--- src/hw/rtl/pnl_pkg.sv ---
package pnl_pkg;

  localparam int unsigned IdxW      = 10;
  localparam int unsigned FieldPosW = 24;
  localparam int unsigned BoxW      = 24;
  localparam int unsigned CutW      = 50;
  localparam int unsigned AtomCntW  = 11;
  localparam int unsigned NeighMaxW = 7;
  localparam int unsigned SlotW     = 17;
  localparam int unsigned CountW    = 7;
  localparam int unsigned ShiftW    = 2;

  localparam int unsigned ApbAddrW  = 6;
  localparam int unsigned ApbDataW  = 64;
  localparam int unsigned RegSelW   = 3;

  localparam int unsigned InTdataW  = 88;
  localparam int unsigned OutTdataW = 56;

  localparam logic [SlotW-1:0] SlotMax = '1;

  localparam logic OpLoad  = 1'b0;
  localparam logic OpQuery = 1'b1;

  localparam logic [RegSelW-1:0] RegBoxX     = 3'd0;
  localparam logic [RegSelW-1:0] RegBoxY     = 3'd1;
  localparam logic [RegSelW-1:0] RegBoxZ     = 3'd2;
  localparam logic [RegSelW-1:0] RegCutoffSq = 3'd3;
  localparam logic [RegSelW-1:0] RegAtomCnt  = 3'd4;
  localparam logic [RegSelW-1:0] RegNeighMax = 3'd5;

  localparam logic [ShiftW-1:0] ShiftNone = 2'b00;
  localparam logic [ShiftW-1:0] ShiftPos  = 2'b01;
  localparam logic [ShiftW-1:0] ShiftNeg  = 2'b11;

  typedef struct packed {
    logic [BoxW-1:0]      box_x;
    logic [BoxW-1:0]      box_y;
    logic [BoxW-1:0]      box_z;
    logic [CutW-1:0]      cutoff_sq;
    logic [AtomCntW-1:0]  atom_count;
    logic [NeighMaxW-1:0] neigh_max;
  } cfg_t;

  typedef struct packed {
    logic [IdxW-1:0]   center_index;
    logic [IdxW-1:0]   neighbor_index;
    logic [SlotW-1:0]  slot_index;
    logic [ShiftW-1:0] shift_x;
    logic [ShiftW-1:0] shift_y;
    logic [ShiftW-1:0] shift_z;
    logic              neighbor_valid;
    logic [CountW-1:0] neighbor_count;
    logic              overflow;
  } res_t;

endpackage

--- src/hw/rtl/pnl_axis_unit.sv ---
module pnl_axis_unit #(
  parameter int unsigned PosW = 24
) (
  input  logic                clk_i,
  input  logic [PosW-1:0]     a_i,
  input  logic [PosW-1:0]     b_i,
  input  logic [PosW-1:0]     len_i,
  output logic [1:0]          shift_o,
  output logic [2*PosW-1:0]   sq_o
);
  import pnl_pkg::*;

  localparam int unsigned EW = PosW + 3;

  logic signed [EW-1:0] diff, len_s, twice, adj, mag_w;
  logic                 pos_c, neg_c;
  logic [ShiftW-1:0]    shift_d, shift_q;
  logic [PosW-1:0]      mag_d, mag_q;
  logic [2*PosW-1:0]    sq_q;

  always_comb begin
    diff  = $signed(EW'(a_i)) - $signed(EW'(b_i));
    len_s = $signed(EW'(len_i));
    twice = diff <<< 1;
    pos_c = (diff > 0) && (twice >= len_s);
    neg_c = (diff < 0) && ((twice + len_s) <= 0);
    priority if (pos_c) begin
      adj     = diff - len_s;
      shift_d = ShiftPos;
    end else if (neg_c) begin
      adj     = diff + len_s;
      shift_d = ShiftNeg;
    end else begin
      adj     = diff;
      shift_d = ShiftNone;
    end
    mag_w = adj[EW-1] ? -adj : adj;
    mag_d = mag_w[PosW-1:0];
  end

  // stage 1 shift and magnitude, stage 2 square
  always_ff @(posedge clk_i) begin
    shift_q <= shift_d;
    mag_q   <= mag_d;
    sq_q    <= mag_q * mag_q;
  end

  assign shift_o = shift_q;
  assign sq_o    = sq_q;

endmodule

--- config.mk ---
export PLATFORM = sky130hd
export DESIGN_NAME = pnl_axis_unit
export DESIGN_NICKNAME = d
export VERILOG_FILES = /design/src/hw/rtl/pnl_pkg.sv /design/src/hw/rtl/pnl_axis_unit.sv
export SDC_FILE = /design/constraint.sdc
export NUM_CORES = 1
export LEC_CHECK = 0
export BUFFER_PORTS_ARGS = -buffer_cell sky130_fd_sc_hd__buf_2
export CORE_ASPECT_RATIO = 0.9
export CORE_MARGIN = 4
export CORE_UTILIZATION = 24
export CTS_CLUSTER_SIZE = 24
export DETAILED_ROUTE_END_ITERATION = 16
export GPL_TIMING_DRIVEN = 0
export MAX_ROUTING_LAYER = met4
export PLACE_DENSITY = 0.5
export SYNTH_ARGS = -nofsm -noshare
export SYNTH_HDL_FRONTEND = slang
export SYNTH_SLANG_ARGS = --single-unit
--- constraint.sdc ---
create_clock -name clk_i -period 12 [get_ports clk_i]
set_clock_uncertainty 0.05 [all_clocks]
set_input_delay 1.8 -clock clk_i [delete_from_list [all_inputs] [get_ports clk_i]]
set_output_delay 1.8 -clock clk_i [all_outputs]
set_load 0.005 [all_outputs]
==> metrics, run 1 <==
outcome complete, no violations; full die area 108,100 µm²; RSZ-0062 raised after global routing false; Tmin final 9.761 ns; vias in the first global route 20,970; Total Routing Usage GR 14.89%; post-route ant nets 0; Inserted Diodes 0; vias 19,940; Worst-path clk slew 0.09 ns; mux cell area share after synthesis 0.3850%; Yosys top cell area share 34.69%; asr flop ratio synth 0%; Setup crit end kind flop; relative slew slack 10.75%; CTS tree done; largest family of logic cells by synthesized area adder cells; met2 routed wirelength 34.07 mm; # DRC 0; synthesized flop and latch total 73; Synth Area in Simple Gates 14.93%; Clock Sinks 73; Total Wirelength 77.20 mm; Synth top cells by count inv_1 (657), fa_1 (428), ha_1 (294); compound-gate portion of the synthesized area 14.53%; vias per cell 4.586; CTS buffer count 9; Yosys Warn Count 0; mapped cell area 24,700 µm²; DP HPWL 65.23 mm; synthesis-to-finish area growth 10.62%; clk buf depth 2; Metal-1 WL 36.30 mm; total gr overflow 0; height of the die 312.4 µm; count of different cell masters after synthesis 101; FF-to-FF End sq_o[46]; final setup TNS 0 ns; top-count cell post-synth inv_1; cell count of the worst reg-to-reg path 26; DR WL/cell 17.76 µm; Slew @ Worst Pin 1.329 ns; first-pass GRT wire length 122.8 mm; number of enable flip-flop cells after synthesis 0; Worst EP arrival 10.04 ns; Fin. Hold Viols 0; die width 346.2 µm; initial core utilization 24.23%; layout cell share with drive strength beyond 1 7.289%; top_reg_cell synth dfxtp_1; PostCTS Resize Cnt 0; Min-Delay Path Class flop to flop; setup violators final 0; DRC marker count from the first detailed-route iteration 1,306; Critical path origin mag_q[9]; Synth area leaders fa_1 (35%), ha_1 (15%), inv_1 (10%); drt pass-1 iters 7; Final Slew Violations 0; crit path max fanout 10; initial antenna violation count 0; post-synth top area cell fa_1; Clock Tree Root clkbuf_16; Fillers 11,200; cts hold-fix bufs 0; Syn Area/Cell 8.655 µm²; xor/xnor share of the synthesized area 3.014%; gpl congestion 0.9102; Core Box Area 101,900 µm²; Worst Setup Start Kind flop; Final Cycle Share 81.34%; origin of the critical flop-to-flop path mag_q[9]; H-Tree Depth 3; Final #Nets 3,781; max frequency 102.4 MHz; CP endpoint sq_o[46]; share of synthesized cell area in full adder, half adder and majority cells 49.58%; Worst R2R Setup Slack 2.24 ns; Post-Syn Instances 2,854; FP Rows 111; met3 WL post-DR 5.434 mm; highest routed layer met4; Net Count, Synth 3,649; CP Class flop to flop; clock latency on the worst-skew pair 0.40 ns; max-cap violation count 0; CP required 12.28 ns; Setup Buffers After CTS 0; Seq/Total Area, Yosys 5.916%; largest net degree at the start of global routing 16; Ports 123; Port Buf Inserts 121
layout by cell type (no fill, tap or decap), drive strengths merged, types with 16 or more instances in the layout:
cell and instances:
a211oi 19, a21o 30, a21oi 114, a31oi 16
a32oi 22, and2 141, buf 143, clkbuf 78
dfxtp 73, fa 428, ha 294, inv 662
nand2 184, nand2b 30, nand3 28, nor2 156
nor2b 31, nor3 52, nor4 19, o211ai 25
o21a 24, o21ai 65, o21bai 18, o31ai 21
xnor2 63, xor2 22
layer usage:
metal | vias up | track usage [%]
met2 | 561 | 22.77
met1 | 9829 | 20.51
li1 | 9466 | -
met3 | 81 | 2.980
met5 | - | -
met4 | 0 | 3.000
metrics by stage:
step	setup WS (ns)	instances	hold slack (ns)	instance area (µm²)	utilization [%]
detailed placement	2.126	4331	0.5210	27020	26.50
finish	2.239	4347	0.5401	27320	26.80
global placement	1.602	4331	0.5257	27000	26.49
global route	1.625	4347	0.5347	27320	26.80
CTS	2.132	4347	0.5277	27320	26.80
floorplan	4.112	2854	0.3347	24700	-
area by class of cell:
cell class              count  area [µm²]  share of cell area (%)
inverters                 660        2477                   9.067
multi-input cells        2030       20380                   74.59
clock inverters             7       82.58                  0.3022
flip-flops and latches     73        1461                   5.348
plain buffers              91       395.4                   1.447
clock buffers               9       225.2                  0.8243
well taps                1356        1697                   6.209
repair buffers            121       605.6                   2.216
sequential cells by signal (all words and copies together), names as in the netlist:
name / flops
mag_q: 24
shift_o: 2
sq_o: 47
worst min path at each step:
stage / endpoint / startpoint / cells past startpoint / slack (ns)
2_1_floorplan: sq_o[0] / mag_q[0] / 0 / 0.33
3_3_place_gp: sq_o[0] / mag_q[0] / 0 / 0.53
3_5_place_dp: sq_o[0] / mag_q[0] / 0 / 0.52
4_1_cts: sq_o[0] / mag_q[0] / 0 / 0.53
5_1_grt: sq_o[0] / mag_q[0] / 0 / 0.53
6_report: sq_o[0] / mag_q[0] / 0 / 0.54
worst max-delay path, cell delays in order (launching register included):
cell,delay [ns]
dfxtp_1,0.37
clkbuf_1,0.69
clkbuf_1,0.58
nand2_1,0.17
fa_1,0.66
inv_1,0.08
fa_1,0.46
fa_1,0.57
fa_1,0.42
ha_1,0.30
fa_1,0.59
fa_1,0.47
ha_1,0.38
nand3_1,0.12
nor2_1,0.04
o21ai_0,0.20
nand3_1,0.24
a2111oi_0,0.49
nor3_1,0.22
a41o_1,0.34
a311oi_1,0.59
o221a_2,0.33
o31ai_1,0.12
o41a_1,0.38
a211o_1,0.33
a311oi_1,0.32
xnor2_1,0.16
cell families after synthesis:
group	count (synthesis)
compound gates	489
xor+xnor	85
fa+ha+maj	722
buf+inv	751
flops	73
mux	9
other cells	1
simple gates	724
Power of run 1 is not shown: default switching activity piles up to over one toggle a cycle in this logic, so the estimate is an artifact.
==> inputs of run 2 (changes only) <==
--- a/config.mk
+++ b/config.mk
@@ -13,7 +13,7 @@
 export DETAILED_ROUTE_END_ITERATION = 16
 export GPL_TIMING_DRIVEN = 0
 export MAX_ROUTING_LAYER = met4
-export PLACE_DENSITY = 0.5
+export PLACE_DENSITY = 0.51
 export SYNTH_ARGS = -nofsm -noshare
 export SYNTH_HDL_FRONTEND = slang
 export SYNTH_SLANG_ARGS = --single-unit
==> constraint.sdc (replaced) <==
create_clock -name clk_i -period 8 [get_ports clk_i]
set_clock_uncertainty 0.05 [all_clocks]
set_input_delay 1.2 -clock clk_i [delete_from_list [all_inputs] [get_ports clk_i]]
set_output_delay 1.2 -clock clk_i [all_outputs]
set_load 0.005 [all_outputs]
==> metrics, run 2 (synthesis gave the netlist of run 1 again) <==
Clock Tree Root clkbuf_16; outcome complete, no violations; Place WS -1.829 ns; Final Cycle Share 99.51%; Clock Sinks 73; max FFs per register 47; Worst R2R Setup Slack 0.04 ns; max-cap violation count 0; Worst path most repeated cell fa_1; setup violators final 0; critical path's slowest cell fa_1; max frequency 125.6 MHz; CTS buffer count 9; CP Class flop to flop; Final WS setup 0.03915 ns; DP HPWL 65.41 mm; crit path max fanout 7; RSZ-0062 raised after global routing true; Worst Hold End sq_o[0]; layout cell share with drive strength beyond 1 16.72%; initial core utilization 24.23%; vias 20,410; worst path bufs/invs 5; Tmin final 7.961 ns; Total Routing Usage GR 15.18%; clk buf depth 2; DRC marker count from the first detailed-route iteration 1,365; relative slew slack 22.51%; Final Slew Violations 0; Setup crit end kind flop; vias in the first global route 21,340; origin of the critical flop-to-flop path mag_q[0]; full die area 108,100 µm²; largest net degree at the start of global routing 16; synthesis-to-finish area growth 19.89%; Final #Nets 3,870; Worst EP arrival 8.23 ns; Fin. Hold Viols 0; Min-Delay Path Class flop to flop; DR WL/cell 17.99 µm; Slew @ Worst Pin 1.158 ns; Total Wirelength 79.82 mm; most frequent cells in the layout inv_1 (643), fa_1 (408), ha_1 (273); CP required 8.27 ns; Worst-path clk slew 0.07 ns; H-Tree Depth 3; CTS tree done; clock latency on the worst-skew pair 0.40 ns; vias per cell 4.598; hold wc startpoint mag_q[0]; first-pass GRT wire length 124.8 mm; FF-to-FF End sq_o[46]; height of the die 312.4 µm; gpl congestion 0.9044; # DRC 0; Ports 123; cts hold-fix bufs 0; die width 346.2 µm; most common cell after layout, fill and taps aside inv_1; Worst Setup Start Kind flop; initial antenna violation count 2; hold path depth 1; total gr overflow 0; drt pass-1 iters 5; critical path depth 28; post-route ant nets 0; cell count of the worst reg-to-reg path 28; Slowest Stage Delay on Critical Path 0.57 ns; FP Rows 111; CP delay by family, top adder cells; Port Buf Inserts 121; Core Box Area 101,900 µm²
-- run 2: cell count changes in the layout (fill, tap and decap cells not counted), moves of 11 or more --
cell,change
and2_1,-13
and2_4,+11
buf_4,+90
clkbuf_1,-50
clkbuf_16,+16
clkbuf_8,+12
dfxtp_1,-23
dfxtp_4,+18
fa_1,-20
fa_2,+20
ha_1,-21
ha_2,+11
inv_1,-14
-- run 2: layout make-up --
cell class,count,area (µm²)
multi-input combinational,2030,21200
timing repair buffer,218,1398
buffer,83,953.4
antenna,2,5.005
tap,1356,1697
clock buffer,9,225.2
fill,11020,72330
clock inverter,7,87.58
sequential,73,1535
inverter,660,2511
-- run 2: metal layers --
metal	part of all wire, %	up-vias	track usage, %
met4	1.8	0	2.914
met3	7.0	80	3.241
met5	0	-	-
li1	-	9640	-
met1	47	10130	20.64
met2	45	559	23.47
-- run 2: worst max-delay path by stage --
stage / from / to / slack [ns]
3_3_place_gp: mag_q[11] / sq_o[46] / -1.85
4_1_cts: mag_q[11] / sq_o[46] / -0.03
3_5_place_dp: mag_q[11] / sq_o[46] / -1.83
6_report: mag_q[0] / sq_o[46] / 0.04
5_1_grt: mag_q[10] / sq_o[46] / -0.20
2_1_floorplan: mag_q[11] / sq_o[46] / 0.11
-- run 2: stage by stage --
| stage | cell area [µm²] | std cells | hold WS, ns | setup TNS, ns | util (%) |
|---|---|---|---|---|---|
| after global placement | 27000 | 4331 | 0.5405 | -49.18 | 26.49 |
| after CTS | 28940 | 4404 | 0.5374 | -0.03380 | 28.38 |
| after global routing | 29610 | 4438 | 0.5568 | -0.6664 | 29.05 |
| after detailed placement | 27020 | 4331 | 0.5419 | -33.35 | 26.50 |
| after floorplan | 24700 | 2854 | 0.3347 | 0 | - |
| final | 29610 | 4438 | 0.5590 | 0 | 29.05 |
-- run 2: what timing repair did --
item	4_1_cts	5_1_grt
pin swaps	54	71
hold endpoints to repair	0	0
setup endpoints to repair	40	28
gates resized for setup	277	109
setup buffers	62	35
Power of run 2 is left out for the same reason.
