===== src/hw/rtl/pnl_pkg.sv =====
package pnl_pkg;

  localparam int unsigned IdxW      = 10;
  localparam int unsigned FieldPosW = 24;
  localparam int unsigned BoxW      = 24;
  localparam int unsigned CutW      = 50;
  localparam int unsigned AtomCntW  = 11;
  localparam int unsigned NeighMaxW = 7;
  localparam int unsigned SlotW     = 17;
  localparam int unsigned CountW    = 7;
  localparam int unsigned ShiftW    = 2;

  localparam int unsigned ApbAddrW  = 6;
  localparam int unsigned ApbDataW  = 64;
  localparam int unsigned RegSelW   = 3;

  localparam int unsigned InTdataW  = 88;
  localparam int unsigned OutTdataW = 56;

  localparam logic [SlotW-1:0] SlotMax = '1;

  localparam logic OpLoad  = 1'b0;
  localparam logic OpQuery = 1'b1;

  localparam logic [RegSelW-1:0] RegBoxX     = 3'd0;
  localparam logic [RegSelW-1:0] RegBoxY     = 3'd1;
  localparam logic [RegSelW-1:0] RegBoxZ     = 3'd2;
  localparam logic [RegSelW-1:0] RegCutoffSq = 3'd3;
  localparam logic [RegSelW-1:0] RegAtomCnt  = 3'd4;
  localparam logic [RegSelW-1:0] RegNeighMax = 3'd5;

  localparam logic [ShiftW-1:0] ShiftNone = 2'b00;
  localparam logic [ShiftW-1:0] ShiftPos  = 2'b01;
  localparam logic [ShiftW-1:0] ShiftNeg  = 2'b11;

  typedef struct packed {
    logic [BoxW-1:0]      box_x;
    logic [BoxW-1:0]      box_y;
    logic [BoxW-1:0]      box_z;
    logic [CutW-1:0]      cutoff_sq;
    logic [AtomCntW-1:0]  atom_count;
    logic [NeighMaxW-1:0] neigh_max;
  } cfg_t;

  typedef struct packed {
    logic [IdxW-1:0]   center_index;
    logic [IdxW-1:0]   neighbor_index;
    logic [SlotW-1:0]  slot_index;
    logic [ShiftW-1:0] shift_x;
    logic [ShiftW-1:0] shift_y;
    logic [ShiftW-1:0] shift_z;
    logic              neighbor_valid;
    logic [CountW-1:0] neighbor_count;
    logic              overflow;
  } res_t;

endpackage


===== src/hw/rtl/pnl_seq.sv =====
module pnl_seq #(
  parameter int unsigned MAX_ATOMS   = 1024,
  parameter int unsigned NEIGH_LIMIT = 64,
  parameter int unsigned POS_BITS    = 24
) (
  input  logic                              clk_i,
  input  logic                              rst_ni,
  input  pnl_pkg::cfg_t                     cfg_i,
  input  logic                              in_valid_i,
  output logic                              in_ready_o,
  input  logic                              in_opcode_i,
  input  logic [pnl_pkg::IdxW-1:0]          in_index_i,
  input  logic [pnl_pkg::FieldPosW-1:0]     in_pos_x_i,
  input  logic [pnl_pkg::FieldPosW-1:0]     in_pos_y_i,
  input  logic [pnl_pkg::FieldPosW-1:0]     in_pos_z_i,
  output logic                              ram_en_o,
  output logic                              ram_we_o,
  output logic [$clog2(MAX_ATOMS)-1:0]      ram_addr_o,
  output logic [3*POS_BITS-1:0]             ram_wdata_o,
  input  logic [3*POS_BITS-1:0]             ram_rdata_i,
  output logic [POS_BITS-1:0]               ax_a_o,
  output logic [POS_BITS-1:0]               ax_b_o,
  output logic [POS_BITS-1:0]               ax_len_o,
  input  logic [1:0]                        ax_shift_i,
  input  logic [2*POS_BITS-1:0]             ax_sq_i,
  output logic                              out_valid_o,
  input  logic                              out_ready_i,
  output pnl_pkg::res_t                     out_res_o,
  output logic                              out_last_o
);
  import pnl_pkg::*;

  localparam int unsigned AW    = $clog2(MAX_ATOMS);
  localparam int unsigned CW    = $clog2(MAX_ATOMS + 1);
  localparam int unsigned PW    = POS_BITS;
  localparam int unsigned ACCW  = 2 * POS_BITS + 2;
  localparam int unsigned CMPW  = (ACCW > CutW) ? ACCW : CutW;
  localparam logic [SlotW-1:0]  MaxAtomsW  = SlotW'(MAX_ATOMS);
  localparam logic [CountW-1:0] NeighLimW  = CountW'(NEIGH_LIMIT);

  localparam logic [3:0] StIdle = 4'd0;
  localparam logic [3:0] StCen  = 4'd1;
  localparam logic [3:0] StFtch = 4'd2;
  localparam logic [3:0] StAx0  = 4'd3;
  localparam logic [3:0] StAx1  = 4'd4;
  localparam logic [3:0] StAx2  = 4'd5;
  localparam logic [3:0] StAcc1 = 4'd6;
  localparam logic [3:0] StAcc2 = 4'd7;
  localparam logic [3:0] StEval = 4'd8;
  localparam logic [3:0] StDone = 4'd9;

  logic [3:0]        state_d, state_q;
  logic [CW-1:0]     j_d, j_q;
  logic [IdxW-1:0]   idx_d, idx_q;
  logic [CountW-1:0] count_d, count_q;
  logic              over_d, over_q;
  logic [SlotW-1:0]  img_d, img_q;
  logic              pend_vld_d, pend_vld_q;
  logic              out_vld_d, out_vld_q;
  logic [ACCW-1:0]   acc_d, acc_q;
  logic [ShiftW-1:0] sx_d, sx_q, sy_d, sy_q, sz_d, sz_q;
  logic [3*PW-1:0]   cen_d, cen_q;
  res_t              pend_d, pend_q, out_d, out_q, new_res;
  logic              last_d, last_q;

  logic [SlotW-1:0]     cnt_w, in_idx_w, idx_w, j_w;
  logic [CW-1:0]        cnt;
  logic [CountW-1:0]    lim;
  logic                 in_idx_ok, idx_ok, out_free, hit, shifted;
  logic [PW-1:0]        len_x, len_y, len_z, bx, by, bz;

  always_comb begin
    cnt_w = (SlotW'(cfg_i.atom_count) > MaxAtomsW) ? MaxAtomsW : SlotW'(cfg_i.atom_count);
    cnt   = cnt_w[CW-1:0];
    if (cfg_i.neigh_max == '0) begin
      lim = CountW'(1);
    end else if (cfg_i.neigh_max > NeighLimW) begin
      lim = NeighLimW;
    end else begin
      lim = cfg_i.neigh_max;
    end
    bx    = PW'(cfg_i.box_x);
    by    = PW'(cfg_i.box_y);
    bz    = PW'(cfg_i.box_z);
    len_x = (bx == '0) ? PW'(1) : bx;
    len_y = (by == '0) ? PW'(1) : by;
    len_z = (bz == '0) ? PW'(1) : bz;
  end

  assign in_idx_w  = SlotW'(in_index_i);
  assign idx_w     = SlotW'(idx_q);
  assign j_w       = SlotW'(j_q);
  assign in_idx_ok = in_idx_w < MaxAtomsW;
  assign idx_ok    = idx_w < MaxAtomsW;
  assign out_free  = !out_vld_q || out_ready_i;
  assign hit       = CMPW'(acc_q) < CMPW'(cfg_i.cutoff_sq);
  assign shifted   = (sx_q != ShiftNone) || (sy_q != ShiftNone) || (sz_q != ShiftNone);

  always_comb begin
    new_res                = '0;
    new_res.center_index   = idx_q;
    new_res.neighbor_index = j_w[IdxW-1:0];
    new_res.slot_index     = shifted ? img_q : j_w;
    new_res.shift_x        = sx_q;
    new_res.shift_y        = sy_q;
    new_res.shift_z        = sz_q;
    new_res.neighbor_valid = 1'b1;
    new_res.neighbor_count = count_q + 1'b1;
  end

  always_comb begin
    state_d    = state_q;
    j_d        = j_q;
    idx_d      = idx_q;
    count_d    = count_q;
    over_d     = over_q;
    img_d      = img_q;
    pend_vld_d = pend_vld_q;
    pend_d     = pend_q;
    out_vld_d  = out_vld_q && !out_ready_i;
    out_d      = out_q;
    last_d     = last_q;
    acc_d      = acc_q;
    sx_d       = sx_q;
    sy_d       = sy_q;
    sz_d       = sz_q;
    cen_d      = cen_q;
    ram_en_o   = 1'b0;
    ram_we_o   = 1'b0;
    ram_addr_o = j_q[AW-1:0];
    ram_wdata_o = {PW'(in_pos_z_i), PW'(in_pos_y_i), PW'(in_pos_x_i)};
    ax_a_o     = cen_q[PW-1:0];
    ax_b_o     = ram_rdata_i[PW-1:0];
    ax_len_o   = len_x;

    unique case (state_q)
      StIdle: begin
        if (in_valid_i) begin
          if (in_opcode_i == OpLoad) begin
            if (in_idx_ok) begin
              ram_en_o   = 1'b1;
              ram_we_o   = 1'b1;
              ram_addr_o = in_idx_w[AW-1:0];
              if (in_index_i == '0) begin
                img_d = cnt_w;
              end
            end
          end else begin
            idx_d      = in_index_i;
            count_d    = '0;
            over_d     = 1'b0;
            pend_vld_d = 1'b0;
            if (in_idx_ok) begin
              ram_en_o   = 1'b1;
              ram_addr_o = in_idx_w[AW-1:0];
              state_d    = StCen;
            end else begin
              state_d = StDone;
            end
          end
        end
      end
      StCen: begin
        cen_d   = ram_rdata_i;
        j_d     = '0;
        state_d = StFtch;
      end
      StFtch: begin
        if (j_q == cnt) begin
          state_d = StDone;
        end else if (j_w == idx_w) begin
          j_d = j_q + 1'b1;
        end else begin
          ram_en_o = 1'b1;
          state_d  = StAx0;
        end
      end
      StAx0: begin
        state_d = StAx1;
      end
      StAx1: begin
        ax_a_o   = cen_q[2*PW-1:PW];
        ax_b_o   = ram_rdata_i[2*PW-1:PW];
        ax_len_o = len_y;
        sx_d     = ax_shift_i;
        state_d  = StAx2;
      end
      StAx2: begin
        ax_a_o   = cen_q[3*PW-1:2*PW];
        ax_b_o   = ram_rdata_i[3*PW-1:2*PW];
        ax_len_o = len_z;
        sy_d     = ax_shift_i;
        acc_d    = ACCW'(ax_sq_i);
        state_d  = StAcc1;
      end
      StAcc1: begin
        sz_d    = ax_shift_i;
        acc_d   = acc_q + ACCW'(ax_sq_i);
        state_d = StAcc2;
      end
      StAcc2: begin
        acc_d   = acc_q + ACCW'(ax_sq_i);
        state_d = StEval;
      end
      StEval: begin
        priority if (!hit) begin
          j_d     = j_q + 1'b1;
          state_d = StFtch;
        end else if (count_q >= lim) begin
          over_d  = 1'b1;
          j_d     = j_q + 1'b1;
          state_d = StFtch;
        end else if (!pend_vld_q || out_free) begin
          if (pend_vld_q) begin
            out_vld_d = 1'b1;
            out_d     = pend_q;
            last_d    = 1'b0;
          end
          pend_d     = new_res;
          pend_vld_d = 1'b1;
          count_d    = count_q + 1'b1;
          if (shifted && (img_q != SlotMax)) begin
            img_d = img_q + 1'b1;
          end
          j_d     = j_q + 1'b1;
          state_d = StFtch;
        end else begin
          state_d = StEval;
        end
      end
      StDone: begin
        if (out_free) begin
          out_vld_d = 1'b1;
          last_d    = 1'b1;
          if (pend_vld_q && idx_ok) begin
            out_d          = pend_q;
            out_d.overflow = over_q;
          end else begin
            out_d              = '0;
            out_d.center_index = idx_q;
          end
          pend_vld_d = 1'b0;
          state_d    = StIdle;
        end
      end
      default: begin
        state_d = StIdle;
      end
    endcase
  end

  always_ff @(posedge clk_i or negedge rst_ni) begin
    if (!rst_ni) begin
      state_q    <= StIdle;
      img_q      <= '0;
      pend_vld_q <= 1'b0;
      out_vld_q  <= 1'b0;
      j_q        <= '0;
      count_q    <= '0;
      over_q     <= 1'b0;
    end else begin
      state_q    <= state_d;
      img_q      <= img_d;
      pend_vld_q <= pend_vld_d;
      out_vld_q  <= out_vld_d;
      j_q        <= j_d;
      count_q    <= count_d;
      over_q     <= over_d;
    end
  end

  always_ff @(posedge clk_i) begin
    idx_q  <= idx_d;
    acc_q  <= acc_d;
    sx_q   <= sx_d;
    sy_q   <= sy_d;
    sz_q   <= sz_d;
    cen_q  <= cen_d;
    pend_q <= pend_d;
    out_q  <= out_d;
    last_q <= last_d;
  end

  assign in_ready_o  = (state_q == StIdle);
  assign out_valid_o = out_vld_q;
  assign out_res_o   = out_q;
  assign out_last_o  = last_q;

endmodule


===== config.mk =====
export PLATFORM = sky130hd
export DESIGN_NAME = pnl_seq
export DESIGN_NICKNAME = d
export VERILOG_FILES = /design/src/hw/rtl/pnl_pkg.sv /design/src/hw/rtl/pnl_seq.sv
export SDC_FILE = /design/constraint.sdc
export NUM_CORES = 1
export LEC_CHECK = 0
export ABC_AREA = 0
export CAP_MARGIN = 20
export CORE_AREA = 2 2 218 220
export CTS_CLUSTER_DIAMETER = 150
export DETAILED_ROUTE_END_ITERATION = 8
export DIE_AREA = 0 0 220 222
export DONT_BUFFER_PORTS = 1
export PLACE_DENSITY_LB_ADDON = 0.12
export SYNTH_ARGS = -nofsm -noshare
export SYNTH_HDL_FRONTEND = slang
export SYNTH_SLANG_ARGS = --single-unit

===== constraint.sdc =====
create_clock -name clk_i -period 7.6 [get_ports clk_i]
set_input_delay 0 -clock clk_i [delete_from_list [all_inputs] [get_ports clk_i]]
set_output_delay 0 -clock clk_i [all_outputs]
set_load 0.005 [all_outputs]

==> flow_results.xml <==
<?xml version="1.0" encoding="UTF-8"?>
<metrics>
  <group name="timing">
    <metric name="fin_tns_setup" unit="ns">0</metric>
    <metric name="finalClockSkew" unit="ns">0.0184</metric>
    <metric name="setup_repair_after_global_routing_missed_its_margin" unit="">no</metric>
    <metric name="clock.fmax" unit="MHz">242</metric>
    <metric name="worst-slew-pin-transition" unit="ns">1.07</metric>
    <metric name="post-route-min-period" unit="ns">4.14</metric>
    <metric name="setup_viol" unit="">0</metric>
    <metric name="max_slew_margin" unit="%">28.2</metric>
    <metric name="final_cycle_utilization_of_the_critical_path" unit="%">54.4</metric>
    <metric name="timing_max_transition_violations_final" unit="">0</metric>
    <metric name="final.hold.worst_slack" unit="ns">0.00000142</metric>
    <metric name="layout_setup_ws" unit="ns">3.46</metric>
    <metric name="finalHoldViolations" unit="">0</metric>
  </group>
  <group name="placement">
    <metric name="placement.io_buffers" unit="">0</metric>
    <metric name="gp_congestion" unit="">0.888</metric>
    <metric name="post-dp-hpwl" unit="microns">41300</metric>
    <metric name="dpl_worst_slack" unit="ns">3.53</metric>
  </group>
  <group name="cts">
    <metric name="cts.sink_count" unit="">283</metric>
    <metric name="cts_tree" unit="">built</metric>
    <metric name="number_of_hold_repair_buffers_added_at_the_cts_stage" unit="">159</metric>
    <metric name="clock_tree.htree_level_count" unit="">2</metric>
    <metric name="clk_latency" unit="ns">0.56</metric>
    <metric name="clk_transition_reported_paths" unit="ns">0.05</metric>
    <metric name="cts_inserted_buffers" unit="">36</metric>
    <metric name="post_cts.resized_instances" unit="">0</metric>
    <metric name="post_cts_buffers" unit="">0</metric>
    <metric name="cts_root_buffer" unit="">sky130_fd_sc_hd__clkbuf_16</metric>
    <metric name="clk_path_buf_depth" unit="">3</metric>
  </group>
  <group name="synth">
    <metric name="synth_warnings" unit="">0</metric>
    <metric name="cell_area_after_synthesis" unit="sq um">17700</metric>
    <metric name="ys.flop_type" unit="">sky130_fd_sc_hd__edfxtp_1</metric>
    <metric name="synth.net_count" unit="">2194</metric>
    <metric name="syn-instance-count" unit="">1736</metric>
    <metric name="async_reset_ff_share" unit="%">14.8</metric>
    <metric name="yosys_register_bits" unit="">283</metric>
    <metric name="synth.yosys.seq_area_share" unit="%">46.8</metric>
    <metric name="number_of_enable_type_register_cells_in_the_synthesized_netlist" unit="">241</metric>
    <metric name="post_synth.cell_area_avg" unit="sq um">10.2</metric>
    <metric name="yosys.cell_types.count" unit="">76</metric>
  </group>
  <group name="die">
    <metric name="start_util" unit="%">38.3</metric>
    <metric name="die_y" unit="microns">222</metric>
    <metric name="core.rowCount" unit="">79</metric>
    <metric name="die_area" unit="sq um">48800</metric>
    <metric name="die_wd" unit="microns">220</metric>
    <metric name="design.portCount" unit="">560</metric>
    <metric name="coreArea" unit="sq um">46300</metric>
  </group>
  <group name="worst_setup_path">
    <metric name="crit_path_top_delay_cell" unit="">sky130_fd_sc_hd__nor3_1</metric>
    <metric name="cpPeakStageDelay" unit="ns">0.93</metric>
    <metric name="path_buf_inv" unit="">0</metric>
    <metric name="highest_fanout_seen_on_the_critical_path" unit="">36</metric>
    <metric name="crit_path_cells" unit="">nor3_1 -&gt; nand2_1 -&gt; nor2_1 -&gt; o21ai_0 -&gt; o21ai_1 -&gt; or2_2 -&gt; o21ai_0</metric>
    <metric name="critical_path.most_common_cell" unit="">sky130_fd_sc_hd__o21ai_0</metric>
    <metric name="worstSetupEndpointType" unit="">flop</metric>
    <metric name="startpoint_type" unit="">flop</metric>
    <metric name="worst-endpoint-arrival" unit="ns">4.56</metric>
    <metric name="required" unit="ns">8.02</metric>
    <metric name="crit_type" unit="">reg2reg</metric>
    <metric name="critPathTopFamily" unit="">simple AND/OR/NAND/NOR gates</metric>
  </group>
  <group name="power_and_ir_drop">
    <metric name="ir_worst_vdd" unit="uV">206</metric>
    <metric name="power.total" unit="mW">7.22</metric>
    <metric name="power.density" unit="nW/um^2">352</metric>
    <metric name="static-leakage-power" unit="nW">8.16</metric>
  </group>
  <group name="cells_and_area">
    <metric name="mostFrequentLayoutCells" unit="">sky130_fd_sc_hd__edfxtp_1, sky130_fd_sc_hd__dlygate4sd3_1, sky130_fd_sc_hd__a21oi_1</metric>
    <metric name="antennaDiodeCount" unit="">0</metric>
    <metric name="final_common_cell" unit="">sky130_fd_sc_hd__edfxtp_1</metric>
    <metric name="syn_to_final_growth" unit="%">15.8</metric>
    <metric name="drive_gt1_share" unit="%">7.16</metric>
    <metric name="numnets_final" unit="">2249</metric>
    <metric name="fill_cell_count" unit="">4348</metric>
  </group>
  <group name="grt">
    <metric name="groute.usage.overall" unit="%">22.3</metric>
    <metric name="grt_max_degree" unit="">102</metric>
    <metric name="antenna_found_initial" unit="">3</metric>
    <metric name="grt-ovfl-total" unit="">0</metric>
    <metric name="grt_first_pass_wirelength" unit="microns">82500</metric>
    <metric name="via_count_of_the_first_global_routing_pass" unit="">13600</metric>
  </group>
  <group name="job">
    <metric name="max_cap_violations" unit="">0</metric>
  </group>
  <group name="detailed_routing">
    <metric name="detailedRoute.firstIterationViolations" unit="">889</metric>
    <metric name="drt_wl_total" unit="microns">55600</metric>
    <metric name="detail_route.vias_per_cell" unit="">5.60</metric>
    <metric name="antenna_left" unit="">0</metric>
    <metric name="num_vias" unit="">13600</metric>
    <metric name="post-route-drc-count" unit="">0</metric>
    <metric name="avgRoutedWirePerCell" unit="microns">22.9</metric>
    <metric name="dr.pass1.iters" unit="">5</metric>
  </group>
  <group name="run_status">
    <metric name="status" unit="">complete, no violations</metric>
  </group>
  <group name="min_path">
    <metric name="min-delay-path-class" unit="">in2out</metric>
  </group>
</metrics>
## stage by stage
stage | utilization (%) | cell area, sq um | cells
after floorplan | - | 17700 | 1736
after global placement | 38.3 | 17700 | 2200
after detailed placement | 38.3 | 17700 | 2201
after CTS | 44.3 | 20500 | 2422
after global routing | 44.3 | 20500 | 2422
final | 44.3 | 20500 | 2422
## registers in the layout, summed over array words and instances, names as in the netlist
register	count
count_q	7
j_q	11
pend_vld_q	1
sy_q	2
pend_q	50
cen_q	72
sz_q	2
idx_q	10
state_q	4
img_q	17
over_q	1
out_last_o	1
sx_q	2
acc_q	50
out_res_o	52
out_valid_o	1
## per-layer routing
layer	GRT usage, %	vias up	share of wire (%)
li1	-	6417	-
met1	27.8	6551	41
met2	38.1	498	49
met3	5.69	88	7.3
met4	6.04	2	2.5
met5	0	-	0.013
## cell families after synthesis
group,after synthesis,share of synthesized area [%]
and+or+nand+nor,500,13.8
muxes,104,6.11
xor gates and xnor gates,65,3.22
AOI/OAI and AO/OA,442,15.7
adders and majority gates,109,7.75
buffers and inverters,233,6.59
DFF,283,46.8
## synth_stat cells, drive strengths merged (8+ instances only)
master,instances,share of area [%]
a21o,49,2.1
a21oi,152,4.3
a31oi,26,1.0
and2,10,0.35
and3,19,0.67
buf,86,3.5
clkbuf,69,1.5
dfrtp,42,5.9
edfxtp,241,41
ha,108,7.6
inv,77,1.6
mux2,33,2.1
mux2i,71,4.0
nand2,124,2.6
nand2b,17,0.60
nand3,27,0.76
nand4,25,0.88
nor2,146,3.1
nor2b,56,2.0
nor3,20,0.59
nor4,33,1.2
o211ai,8,0.34
o21a,9,0.38
o21ai,113,3.2
o21bai,9,0.38
o31ai,17,0.95
xnor2,29,1.4
xor2,36,1.8
## final cells by class
class	count	area, sq um	area share [%]
Multi-Input combinational cell	1220	8300	40.5
Tap cell	607	759	3.71
Clock buffer	42	933	4.55
Inverter	78	293	1.43
Sequential cell	283	8290	40.5
Timing Repair Buffer	172	1720	8.40
Clock inverter	20	198	0.965
## report_power, final
part / internal [mW] / switching, mW / total [mW]
Clock: 0.984 / 0.684 / 1.67
Combinational: 1.18 / 1.96 / 3.14
Sequential: 2.15 / 0.261 / 2.41
Total: 4.32 / 2.90 / 7.22
## worst paths after layout
kind | start | end | slack, ns | depth (start not counted)
setup / recovery | state_q[0] | j_q[7] | 3.46 | 7
hold / removal | in_pos_y_i[7] | ram_wdata_o[31] | 0.000001 | 0
setup reg to reg | state_q[0] | j_q[7] | 3.46 | 7
hold reg to reg | sx_q[0] | pend_q[13] | 0.45 | 0
max in group asynchronous | rst_ni | state_q[0] | 6.70 | 4
min in group asynchronous | rst_ni | img_q[14] | 0.49 | 3
Power figures use the tool's default switching activity.
