===== src/hw/rtl/pnl_pkg.sv =====
package pnl_pkg;

  localparam int unsigned IdxW      = 10;
  localparam int unsigned FieldPosW = 24;
  localparam int unsigned BoxW      = 24;
  localparam int unsigned CutW      = 50;
  localparam int unsigned AtomCntW  = 11;
  localparam int unsigned NeighMaxW = 7;
  localparam int unsigned SlotW     = 17;
  localparam int unsigned CountW    = 7;
  localparam int unsigned ShiftW    = 2;

  localparam int unsigned ApbAddrW  = 6;
  localparam int unsigned ApbDataW  = 64;
  localparam int unsigned RegSelW   = 3;

  localparam int unsigned InTdataW  = 88;
  localparam int unsigned OutTdataW = 56;

  localparam logic [SlotW-1:0] SlotMax = '1;

  localparam logic OpLoad  = 1'b0;
  localparam logic OpQuery = 1'b1;

  localparam logic [RegSelW-1:0] RegBoxX     = 3'd0;
  localparam logic [RegSelW-1:0] RegBoxY     = 3'd1;
  localparam logic [RegSelW-1:0] RegBoxZ     = 3'd2;
  localparam logic [RegSelW-1:0] RegCutoffSq = 3'd3;
  localparam logic [RegSelW-1:0] RegAtomCnt  = 3'd4;
  localparam logic [RegSelW-1:0] RegNeighMax = 3'd5;

  localparam logic [ShiftW-1:0] ShiftNone = 2'b00;
  localparam logic [ShiftW-1:0] ShiftPos  = 2'b01;
  localparam logic [ShiftW-1:0] ShiftNeg  = 2'b11;

  typedef struct packed {
    logic [BoxW-1:0]      box_x;
    logic [BoxW-1:0]      box_y;
    logic [BoxW-1:0]      box_z;
    logic [CutW-1:0]      cutoff_sq;
    logic [AtomCntW-1:0]  atom_count;
    logic [NeighMaxW-1:0] neigh_max;
  } cfg_t;

  typedef struct packed {
    logic [IdxW-1:0]   center_index;
    logic [IdxW-1:0]   neighbor_index;
    logic [SlotW-1:0]  slot_index;
    logic [ShiftW-1:0] shift_x;
    logic [ShiftW-1:0] shift_y;
    logic [ShiftW-1:0] shift_z;
    logic              neighbor_valid;
    logic [CountW-1:0] neighbor_count;
    logic              overflow;
  } res_t;

endpackage


===== src/hw/rtl/pnl_cfg.sv =====
module pnl_cfg (
  input  logic                           clk_i,
  input  logic                           rst_ni,
  input  logic                           psel,
  input  logic                           penable,
  input  logic                           pwrite,
  input  logic [pnl_pkg::ApbAddrW-1:0]   paddr,
  input  logic [pnl_pkg::ApbDataW-1:0]   pwdata,
  output logic [pnl_pkg::ApbDataW-1:0]   prdata,
  output logic                           pready,
  output pnl_pkg::cfg_t                  cfg_o
);
  import pnl_pkg::*;

  logic [BoxW-1:0]      box_x_q, box_y_q, box_z_q;
  logic [CutW-1:0]      cutoff_q;
  logic [AtomCntW-1:0]  atom_cnt_q;
  logic [NeighMaxW-1:0] neigh_max_q;
  logic                 wr_en;
  logic [RegSelW-1:0]   reg_sel;

  assign pready  = 1'b1;
  assign wr_en   = psel && penable && pwrite && pready;
  assign reg_sel = paddr[ApbAddrW-1:ApbAddrW-RegSelW];

  always_ff @(posedge clk_i or negedge rst_ni) begin
    if (!rst_ni) begin
      box_x_q     <= '1;
      box_y_q     <= '1;
      box_z_q     <= '1;
      cutoff_q    <= '0;
      atom_cnt_q  <= '0;
      neigh_max_q <= NeighMaxW'(64);
    end else if (wr_en) begin
      unique case (reg_sel)
        RegBoxX:     box_x_q     <= pwdata[BoxW-1:0];
        RegBoxY:     box_y_q     <= pwdata[BoxW-1:0];
        RegBoxZ:     box_z_q     <= pwdata[BoxW-1:0];
        RegCutoffSq: cutoff_q    <= pwdata[CutW-1:0];
        RegAtomCnt:  atom_cnt_q  <= pwdata[AtomCntW-1:0];
        RegNeighMax: neigh_max_q <= pwdata[NeighMaxW-1:0];
        default: ;
      endcase
    end
  end

  always_comb begin
    unique case (reg_sel)
      RegBoxX:     prdata = ApbDataW'(box_x_q);
      RegBoxY:     prdata = ApbDataW'(box_y_q);
      RegBoxZ:     prdata = ApbDataW'(box_z_q);
      RegCutoffSq: prdata = ApbDataW'(cutoff_q);
      RegAtomCnt:  prdata = ApbDataW'(atom_cnt_q);
      RegNeighMax: prdata = ApbDataW'(neigh_max_q);
      default:     prdata = '0;
    endcase
  end

  assign cfg_o.box_x      = box_x_q;
  assign cfg_o.box_y      = box_y_q;
  assign cfg_o.box_z      = box_z_q;
  assign cfg_o.cutoff_sq  = cutoff_q;
  assign cfg_o.atom_count = atom_cnt_q;
  assign cfg_o.neigh_max  = neigh_max_q;

endmodule


===== config.mk =====
export PLATFORM = sky130hd
export DESIGN_NAME = pnl_cfg
export DESIGN_NICKNAME = d
export VERILOG_FILES = /design/src/hw/rtl/pnl_pkg.sv /design/src/hw/rtl/pnl_cfg.sv
export SDC_FILE = /design/constraint.sdc
export NUM_CORES = 1
export LEC_CHECK = 0
export BUFFER_PORTS_ARGS = -buffer_cell sky130_fd_sc_hd__buf_2
export CORE_MARGIN = 5
export CORE_UTILIZATION = 52
export CTS_CLUSTER_SIZE = 30
export DETAILED_ROUTE_END_ITERATION = 16
export PLACE_DENSITY = 0.86
export SLEW_MARGIN = 25
export SYNTH_ARGS = -nofsm -noshare
export SYNTH_HDL_FRONTEND = slang
export SYNTH_SLANG_ARGS = --single-unit

===== constraint.sdc =====
create_clock -name clk_i -period 2.8 [get_ports clk_i]
set_input_delay 0.14 -clock clk_i [delete_from_list [all_inputs] [get_ports clk_i]]
set_output_delay 0.14 -clock clk_i [all_outputs]
set_load 0.05 [all_outputs]

==> out/metrics.yaml, run 1 <==
logic_synthesis:
  synth_simple_gate_area_share_pct: 6.357
  synthesis.area_um2: 6711
  synth_top_family_by_area: "multiplexers"
  synthArstFlopShare_pct: 100.0
  synth_top_area_cell: "dfstp_2"
  synth_compound_area_share_pct: 2.368
  synth-seq-cells: 140
  synth-xor-area-share_pct: 0
  syn_avg_cell_area_um2: 14.78
  ys_warn_count: 0
  synthTopCellsByArea: "dfstp_2 29%, dfrtp_1 25%, mux2_2 20%"
  synth_top_cell_area_share_pct: 28.58
  yosys.area_share.adder_pct: 0
  synth_ff_type: "dfstp_2"
  synth_cell_types: 32
  seq_area_frac_synth_pct: 53.56
  netlist_instances: 454
  synth_edf_count: 0
  synth_mux_area_share_pct: 32.70
global_route:
  grtUsageTotal_pct: 26.06
  first_global_vias: 5464
  grt_remaining_overflow: 0
  grt_max_degree: 80
  grt_pass1_wl_um: 29890
  antenna_found_initial: 0
route:
  route.antenna.remaining_nets: 0
  vias: 5053
  drcViolationCount: 0
  dr.pass1.iters: 4
  routedWlPerCell_um: 21.05
  drtIter0Drc: 223
  vias_per_cell: 5.439
  totalWireLength_um: 19550
layout:
  area_growth_syn_to_layout_pct: 35.31
  nets: 818
  drive_gt1_share_pct: 68.78
  final_common_cell: "buf_2"
  final_cell_mix: "246 x buf_2, 117 x mux2_2, 73 x dfstp_2"
worst_setup_path:
  arrival_ns: 1.90
  cp_max_fo: 28
  crit_type: "in -> out"
  rrSetupSlack_ns: 1.96
  critPathRequiredTime_ns: 2.66
  crit_path_start_kind: "input port"
  end_kind: "output port"
clocking:
  cts_tree: "yes"
  post_cts_resized: 0
  cts.path.max_buffers: 2
  cts_htree_levels: 4
  cts_buffers: 17
  cts_root_buffer: "clkbuf_16"
  clk_latency_ns: 0.42
  clk_pin_slew_worst_paths_ns: 0.06
  clock_sinks: 140
  hold_buffers: 42
  cts_setup_buffers: 0
power:
  pwr-share-clk_pct: 28.9
  p_leak_nw: 4.540
  swShare_pct: 40.54
  p_switching_mw: 3.410
  combPwrFrac_pct: 36.6
  pwr_density_cell_nw_per_um2: 926.4
  internal-power_mw: 5.003
  p_seq_share_pct: 34.5
  power_mw: 8.413
  vdd_drop_max_uv: 545.4
sta:
  finalHoldViolations: 0
  worst_slew_pin_slew_ns: 0.9030
  clock.fmax_mhz: 490.5
  max_slew_margin_pct: 39.80
  finalMaxSlewViolations: 0
  period_share_pct: 72.81
  rsz0062_at_grt: "no"
  setup_viol: 0
  final.setup.tns_ns: 0
  finClkSkew_ns: 0
  finalCriticalPeriod_ns: 2.039
floorplan:
  die_h_um: 123.6
  num_rows: 41
  die_area_um2: 15280
  die_width_um: 123.6
  start_util_pct: 53.18
  ios: 280
  coreArea_um2: 12620
min_path:
  hold_class: "in -> reg"
placement:
  dp_hpwl_um: 12580
  portBuffers: 247
  gp_congestion: 0.8179
run_status:
  status: "complete, no violations"
run:
  max_cap_violations: 0
==> metal layers <==
layer	vias to the layer above	global-route usage, %	part of all wire [%]
li1	2178	-	-
met1	2560	29.51	37
met2	262	43.46	51
met3	53	9.037	9.4
met4	0	13.63	3.1
met5	-	0	0
==> worst max-delay path, stage by stage <==
cell     delay, ns
buf_2         0.11
buf_4         0.31
and3_1        0.78
a221o_1       0.27
buf_2         0.27
==> registers in the layout, summed over array words and instances (netlist names) <==
signal       flops
cutoff_q        50
box_z_q         24
atom_cnt_q      11
box_y_q         24
neigh_max_q      7
box_x_q         24
==> worst paths after layout <==
kind | endpoint | cells after the start | startpoint
worst max register to register | cutoff_q[6]$_DFFE_PN0P_ | 1 | cutoff_q[6]$_DFFE_PN0P_
worst min register to register | cutoff_q[8]$_DFFE_PN0P_ | 1 | cutoff_q[8]$_DFFE_PN0P_
worst max-delay path | prdata[0] | 5 | paddr[3]
worst min-delay path | atom_cnt_q[4]$_DFFE_PN0P_ | 2 | pwdata[4]
min in group asynchronous | cutoff_q[20]$_DFFE_PN0P_ | 2 | rst_ni
max in group asynchronous | box_z_q[19]$_DFFE_PN1P_ | 3 | rst_ni
==> cell families (layout without fill, tap and decap cells) <==
kind of cell / count (synthesis) / in the layout
muxes: 178 / 178
DFF: 140 / 140
and+or+nand+nor: 64 / 64
buffers and inverters: 47 / 336
AOI/OAI and AO/OA: 23 / 23
other: 2 / 16
==> through the flow <==
step	util (%)	hold slack (ns)	setup WS (ns)	instance area, um^2	instances
after floorplan	-	-0.1556	0.9365	6760	467
after global placement	63.46	0.1427	0.8769	8009	854
after detailed placement	63.46	0.1595	0.7923	8009	854
after CTS	71.94	0.0007363	0.7814	9079	928
after global routing	71.94	0.009923	0.5593	9079	928
final	71.96	0.01619	0.7613	9081	929
==> power groups by stage <==
| stage | sequential, mW | clock (mW) | combinational (mW) |
|---|---|---|---|
| after CTS | 2.89 | 2.45 | 3.09 |
| after global routing | 2.96 | 2.55 | 3.21 |
| after detailed placement | 2.91 | 0 | 3.03 |
| after floorplan | 4.30 | 0 | 0.909 |
| after global placement | 2.87 | 0 | 2.99 |
| final | 2.90 | 2.43 | 3.08 |
==> synth_stat cells, types with 3 or more instances <==
master / n
mux2_4: 20
buf_2: 6
clkbuf_1: 5
o21ai_0: 10
mux2_1: 3
inv_1: 3
nor2_1: 6
buf_4: 28
mux2i_1: 25
and2_1: 39
o21a_1: 4
mux2_2: 117
dfrtp_1: 67
o221ai_1: 3
a221o_1: 4
mux4_2: 13
or3_1: 4
nand3b_1: 4
dfstp_2: 73
==> cell type report <==
cell class              count  area [um^2]
clock inverters             9        128.9
flip-flops and latches    140         3595
diodes                      1        2.502
well taps                 172        215.2
inverters                   3        11.26
repair buffers            301         1765
fillers                   820         3538
clock buffers              23        520.5
multi-input cells         280         2843
Power figures use the tool's default switching activity.
==> run 2: changes to the inputs <==
--- a/config.mk
+++ b/config.mk
@@ -5,12 +5,13 @@
 export SDC_FILE = /design/constraint.sdc
 export NUM_CORES = 1
 export LEC_CHECK = 0
+export ABC_AREA = 1
 export BUFFER_PORTS_ARGS = -buffer_cell sky130_fd_sc_hd__buf_2
 export CORE_MARGIN = 5
-export CORE_UTILIZATION = 52
+export CORE_UTILIZATION = 44
 export CTS_CLUSTER_SIZE = 30
 export DETAILED_ROUTE_END_ITERATION = 16
-export PLACE_DENSITY = 0.86
+export PLACE_DENSITY = 0.77
 export SLEW_MARGIN = 25
 export SYNTH_ARGS = -nofsm -noshare
 export SYNTH_HDL_FRONTEND = slang
==> constraint.sdc (replaced) <==
create_clock -name clk_i -period 1.6 [get_ports clk_i]
set_input_delay 0.08 -clock clk_i [delete_from_list [all_inputs] [get_ports clk_i]]
set_output_delay 0.08 -clock clk_i [all_outputs]
set_load 0.05 [all_outputs]
==> run 2 against run 1 <==
  * Power rose by 70%
  * Clock skew is the same
  * Worst setup slack worse by 0.70 ns
  * Synthesized cell count is 79% higher
  * Routed wire length grew 13%
  * Worst hold slack improved by 0.16 ns
  * Final cell count increased by 40%
  * Core utilization is 8.4 points lower
  * First-iteration DRC count is 140% higher
  * Sequential share of layout area shrank 0.95 points
  * Sequential power rose by 74%
  * Largest power group unchanged
  * Highest routed layer unchanged
==> out/metrics.yaml, run 2 <==
sta:
  finClkSkew_ns: 0
  finalMaxSlewViolations: 0
  period_share_pct: 96.47
  finalCriticalPeriod_ns: 1.543
  clock.fmax_mhz: 647.9
  finalHoldViolations: 0
  holdWs_ns: 0.1725
  rsz0062_at_grt: "yes"
  setup_viol: 0
  final.setup.tns_ns: 0
layout:
  drive_gt1_share_pct: 35.30
  final_common_cell: "buf_2"
  largest_register: "cutoff_q"
  area_growth_syn_to_layout_pct: 40.14
  nets: 1181
  seqCellArea_um2: 3595
  multiInputGateArea_um2: 2454
  num-fill-cells: 1196
  final_cell_mix: "232 x buf_2, 215 x nand2_1, 78 x o21ai_0"
  final_area_um2: 9304
  fin_cells: 1304
  largest_register_ffs: 50
  utilization_pct: 63.53
logic_synthesis:
  synth_top_area_cell: "dfstp_2"
  synthArstFlopShare_pct: 100.0
  synth_cell_types: 22
  ys_warn_count: 0
  netlist_instances: 812
  synth_edf_count: 0
  syn_avg_cell_area_um2: 8.176
  synthesis.area_um2: 6639
  synth_ff_type: "dfstp_2"
  synthTopCellsByArea: "dfstp_2 29%, dfrtp_1 25%, nand2_1 12%"
  synth_top_cell_area_share_pct: 28.89
  synth.most_common_cell: "nand2_1"
  synth-seq-cells: 140
  seq_area_frac_synth_pct: 54.15
  synth_common_cells: "216 x nand2_1, 78 x o21ai_0, 73 x dfstp_2"
placement:
  placed_cell_area_um2: 8164
  portBuffers: 247
  dp_hpwl_um: 15170
  gp_congestion: 0.8877
  dp_cells: 1220
clocking:
  cts_root_buffer: "clkbuf_16"
  cts_buffers: 17
  clock_sinks: 140
  cts_tree: "yes"
  cts_setup_buffers: 0
  clk_latency_ns: 0.41
  cts_htree_levels: 4
  cts.path.max_buffers: 2
  clk_pin_slew_worst_paths_ns: 0.06
run_status:
  status: "complete, no violations"
route:
  dr.pass1.iters: 5
  routedWlPerCell_um: 16.97
  totalWireLength_um: 22120
  vias: 6789
  drtIter0Drc: 543
  drcViolationCount: 0
  vias_per_cell: 5.206
  route.antenna.remaining_nets: 0
worst_setup_path:
  critPathTopFamily: "flip-flops"
  worst_path_largest_cell_delay_ns: 0.56
  end_kind: "output port"
  cp_slowest_cell: "dfstp_2"
  crit_path_start_kind: "flop"
  critPathRequiredTime_ns: 1.52
  crit_type: "reg -> out"
  worst-path-buf-inv: 1
  cp_max_fo: 3
  arrival_ns: 1.46
  path_cells: "nand3_1 -> nand4_1 -> buf_2"
floorplan:
  num_rows: 44
  die_area_um2: 17650
  die_h_um: 132.8
  ios: 280
  start_util_pct: 45.33
  coreArea_um2: 14640
  die_width_um: 132.8
global_route:
  first_global_vias: 6539
  grt_max_degree: 48
  grt_remaining_overflow: 0
  antenna_found_initial: 1
  grtUsageTotal_pct: 25.01
  grt_pass1_wl_um: 35290
run:
  max_cap_violations: 0
power:
  p_leak_nw: 4.830
  pwr_density_cell_nw_per_um2: 1537
  vdd_drop_max_uv: 787.0
min_path:
  hold_class: "in -> async"
[run 2: cell count changes after synthesis, sizes merged, moves of 50 or more]
cell / before / now
inv: 3 / 76
nand4: 1 / 51
nand2: 0 / 217
o21ai: 10 / 142
nor2: 9 / 60
nand3: 2 / 52
mux2: 140 / 0
[run 2: layout make-up]
class	instances	area share (%)
clock buffer	24	4.855
multi-input combinational	539	26.37
sequential	140	38.64
tap	184	2.474
timing repair buffer	332	23.24
antenna	1	0.02690
clock inverter	8	1.304
inverter	76	3.093
[run 2: layer usage]
metal	global-route usage, %	part of all wire [%]	up-vias	routed length (um)
met4	9.238	2.7	0	591
met3	7.024	9.1	46	2003
met5	0	0	-	0
li1	-	-	3214	-
met1	31.36	40	3193	8846
met2	41.31	48	336	10680
[run 2: worst paths after layout]
check,from,endpoint,slack [ns],depth (start not counted)
worst max-delay path,box_x_q[12]$_DFFE_PN1P_,prdata[12],0.06,3
worst min-delay path,rst_ni,atom_cnt_q[5]$_DFFE_PN0P_,0.17,2
worst max register to register,box_y_q[14]$_DFFE_PN1P_,box_y_q[14]$_DFFE_PN1P_,0.81,2
worst min register to register,box_z_q[11]$_DFFE_PN1P_,box_z_q[11]$_DFFE_PN1P_,0.48,2
max in group asynchronous,rst_ni,box_z_q[1]$_DFFE_PN1P_,0.80,3
min in group clk_i,penable,cutoff_q[11]$_DFFE_PN0P_,0.20,5
[run 2: kinds of logic (layout without fill, tap and decap cells)]
kind of cell,Yosys count,after routing,share of synthesized area (%)
compound gates,144,144,11.08
buf+inv,146,440,10.05
flops,140,140,54.15
other cells,2,16,0.1131
simple gates,380,380,24.61
[run 2: worst reg2reg max path, cell delays in order (launching register included)]
cell	delay, ns
dfstp_2	0.57
nand2_1	0.06
o21ai_0	0.09
[run 2: power breakdown]
group	total, mW	internal [mW]	switching [mW]	leakage, nW
Clock	3.87	2.45	1.43	0.276
Sequential	5.06	4.50	0.554	1.58
Combinational	5.37	1.17	4.20	2.97
Total	14.3	8.12	6.18	4.83
[run 2: timing repair]
| item | 4_1_cts | 5_1_grt |
|---|---|---|
| resized for setup | 3 | 23 |
| setup endpoints to repair | 3 | 14 |
| endpoints found under the hold margin | 199 | 0 |
| hold buffers | 51 | 0 |
[run 2: metrics by stage]
stage                     power, mW  setup slack (ns)
after floorplan               8.929            0.1304
after global routing          14.88          -0.02349
after CTS                     14.32           0.01009
after detailed placement      10.31            0.1548
after global placement        10.23            0.1851
final                         14.30           0.05655
==> run 3: changes to the inputs <==
--- a/config.mk
+++ b/config.mk
@@ -8,10 +8,9 @@
 export ABC_AREA = 1
 export BUFFER_PORTS_ARGS = -buffer_cell sky130_fd_sc_hd__buf_2
 export CORE_MARGIN = 5
-export CORE_UTILIZATION = 44
+export CORE_UTILIZATION = 30
 export CTS_CLUSTER_SIZE = 30
 export DETAILED_ROUTE_END_ITERATION = 16
-export PLACE_DENSITY = 0.77
 export SLEW_MARGIN = 25
 export SYNTH_ARGS = -nofsm -noshare
 export SYNTH_HDL_FRONTEND = slang
==> run 3 against run 2 <==
  * Worst hold slack worse by 0.022 ns
  * Cell area is 2.0% higher
  * Combinational power hardly changed
  * Global-route usage is 6.2 points lower
  * Clock power is 4% higher
  * Sequential share of layout area is 0.74 points lower
  * Register-to-register slack worse by 0.04 ns
  * Power is 1.2% higher
  * First-iteration DRC count is 42% lower
  * Clock skew stayed put
  * Via count is 1.5% lower
  * Critical path type unchanged
  * Largest cell class unchanged
  * Highest routed layer unchanged
==> out/metrics.yaml, run 3 (synthesized netlist as in run 2, its figures left out) <==
run_status:
  status: "complete, no violations"
route:
  dr.pass1.iters: 5
  drtIter0Drc: 314
  highest_layer: "met4"
  drcViolationCount: 0
  vias_per_cell: 4.771
  routedWlPerCell_um: 16.98
  route.antenna.remaining_nets: 0
  wl_met2_um: 11290
  totalWireLength_um: 23790
  vias: 6684
  wl_met3_um: 1781
  wl_met1_um: 10320
clocking:
  cts_buffers: 17
  cts_root_buffer: "clkbuf_16"
  clk_latency_ns: 0.42
  clk_pin_slew_worst_paths_ns: 0.06
  clock_sinks: 140
  cts_htree_levels: 4
  cts.path.max_buffers: 2
  cts_tree: "yes"
worst_setup_path:
  arrival_ns: 1.47
  end_kind: "output port"
  crit_type: "reg -> out"
  path_cells: "nand4_1 -> nand2_1 -> nor2_1 -> nand2_1 -> buf_4"
  critPathRequiredTime_ns: 1.52
  worst_path_largest_cell_delay_ns: 0.56
  cp_max_fo: 3
  cp_slowest_cell: "dfstp_2"
  crit_top_cell: "nand2_1"
  crit_path_start_kind: "flop"
sta:
  finalCriticalPeriod_ns: 1.550
  clock.fmax_mhz: 645.2
  period_share_pct: 96.86
  finalMaxSlewViolations: 0
  rsz0062_at_grt: "yes"
  finClkSkew_ns: 0
  holdWs_ns: 0.1501
  fin_ws_ns: 0.05016
  setup_viol: 0
  finalHoldViolations: 0
layout:
  antenna_cells: 0
  final_area_um2: 9485
  final_common_cell: "buf_2"
  largest_register_ffs: 50
  area_growth_syn_to_layout_pct: 42.88
  drive_gt1_share_pct: 35.86
  largest_register: "cutoff_q"
  final_cell_mix: "234 x buf_2, 215 x nand2_1, 76 x o21ai_0"
  nets: 1183
global_route:
  first_global_vias: 6863
  grt_remaining_overflow: 0
  grtUsageTotal_pct: 18.77
  antenna_found_initial: 0
  grt_max_degree: 46
  grt_pass1_wl_um: 38240
run:
  max_cap_violations: 0
placement:
  dp_hpwl_um: 16630
  gp_congestion: 0.8120
  placed_cell_area_um2: 8319
  pre_cts_ws_ns: 0.1357
  portBuffers: 247
floorplan:
  start_util_pct: 30.42
  coreArea_um2: 21820
  ios: 280
  die_width_um: 158.8
  die_area_um2: 25200
  num_rows: 54
  die_h_um: 158.8
power:
  power_mw: 14.48
  pwr_density_cell_nw_per_um2: 1526
  p_leak_nw: 4.856
  vdd_drop_max_uv: 673.3
min_path:
  hold_class: "in -> async"
run 3: cell count changes in the layout (fill, tap and decap cells not counted):
| cell | delta |
|---|---|
| clkinvlp_4 | +1 |
| clkbuf_4 | -3 |
| clkbuf_1 | -5 |
| o21ai_0 | -2 |
| buf_2 | +2 |
| clkbuf_8 | +1 |
| diode_2 | -1 |
| buf_4 | -1 |
| buf_12 | +2 |
| o21ai_1 | +2 |
| clkinv_2 | +2 |
| clkinv_4 | +1 |
| buf_6 | +2 |
run 3: area by class of cell:
type	count	area [um^2]
Fill cell	2203	12340
Sequential cell	140	3595
Multi-Input combinational cell	539	2454
Timing Repair Buffer	334	2205
Clock buffer	20	446.7
Tap cell	280	350.3
Inverter	76	287.8
Clock inverter	12	147.6
run 3: metal layers:
metal / GRT usage, % / vias up
met5: 0 / -
met4: 5.514 / 0
met3: 4.743 / 31
met2: 30.43 / 284
met1: 24.87 / 3171
li1: - / 3198
run 3: where the power goes:
group	internal [mW]	switching [mW]	leakage, nW
Sequential	4.50	0.546	1.58
Clock	2.48	1.55	0.290
Combinational	1.20	4.20	2.99
Total	8.18	6.30	4.86
run 3: critical path: cells and delay by family (launching register included):
kind                   cells  cell delay [ns]
flip-flops                 1             0.56
AND/OR/NAND/NOR            4             0.29
buffers and inverters      1             0.20
run 3: stage by stage:
stage / TNS [ns] / utilization, % / instances
floorplan: 0 / - / 825
global placement: 0 / 38.12 / 1317
detailed placement: 0 / 38.12 / 1317
CTS: 0 / 43.29 / 1400
global route: -0.004457 / 43.46 / 1401
finish: 0 / 43.46 / 1401
run 3: repair_timing:
action	4_1_cts	5_1_grt
pin swaps	0	2
hold endpoints to repair	208	0
setup buffers	0	1
resized for setup	9	13
hold buffers	51	0
setup endpoints to repair	8	11
gates cloned	0	0
run 3: worst paths after layout:
check,startpoint,slack (ns),depth (start not counted),endpoint
max in group asynchronous,rst_ni,0.84,3,box_x_q[13]$_DFFE_PN1P_
worst min register to register,box_z_q[20]$_DFFE_PN1P_,0.48,2,box_z_q[20]$_DFFE_PN1P_
min in group clk_i,paddr[4],0.28,5,neigh_max_q[5]$_DFFE_PN0P_
worst min-delay path,rst_ni,0.15,2,atom_cnt_q[7]$_DFFE_PN0P_
worst max register to register,box_z_q[1]$_DFFE_PN1P_,0.77,3,box_z_q[1]$_DFFE_PN1P_
worst max-delay path,box_z_q[2]$_DFFE_PN1P_,0.05,5,prdata[2]
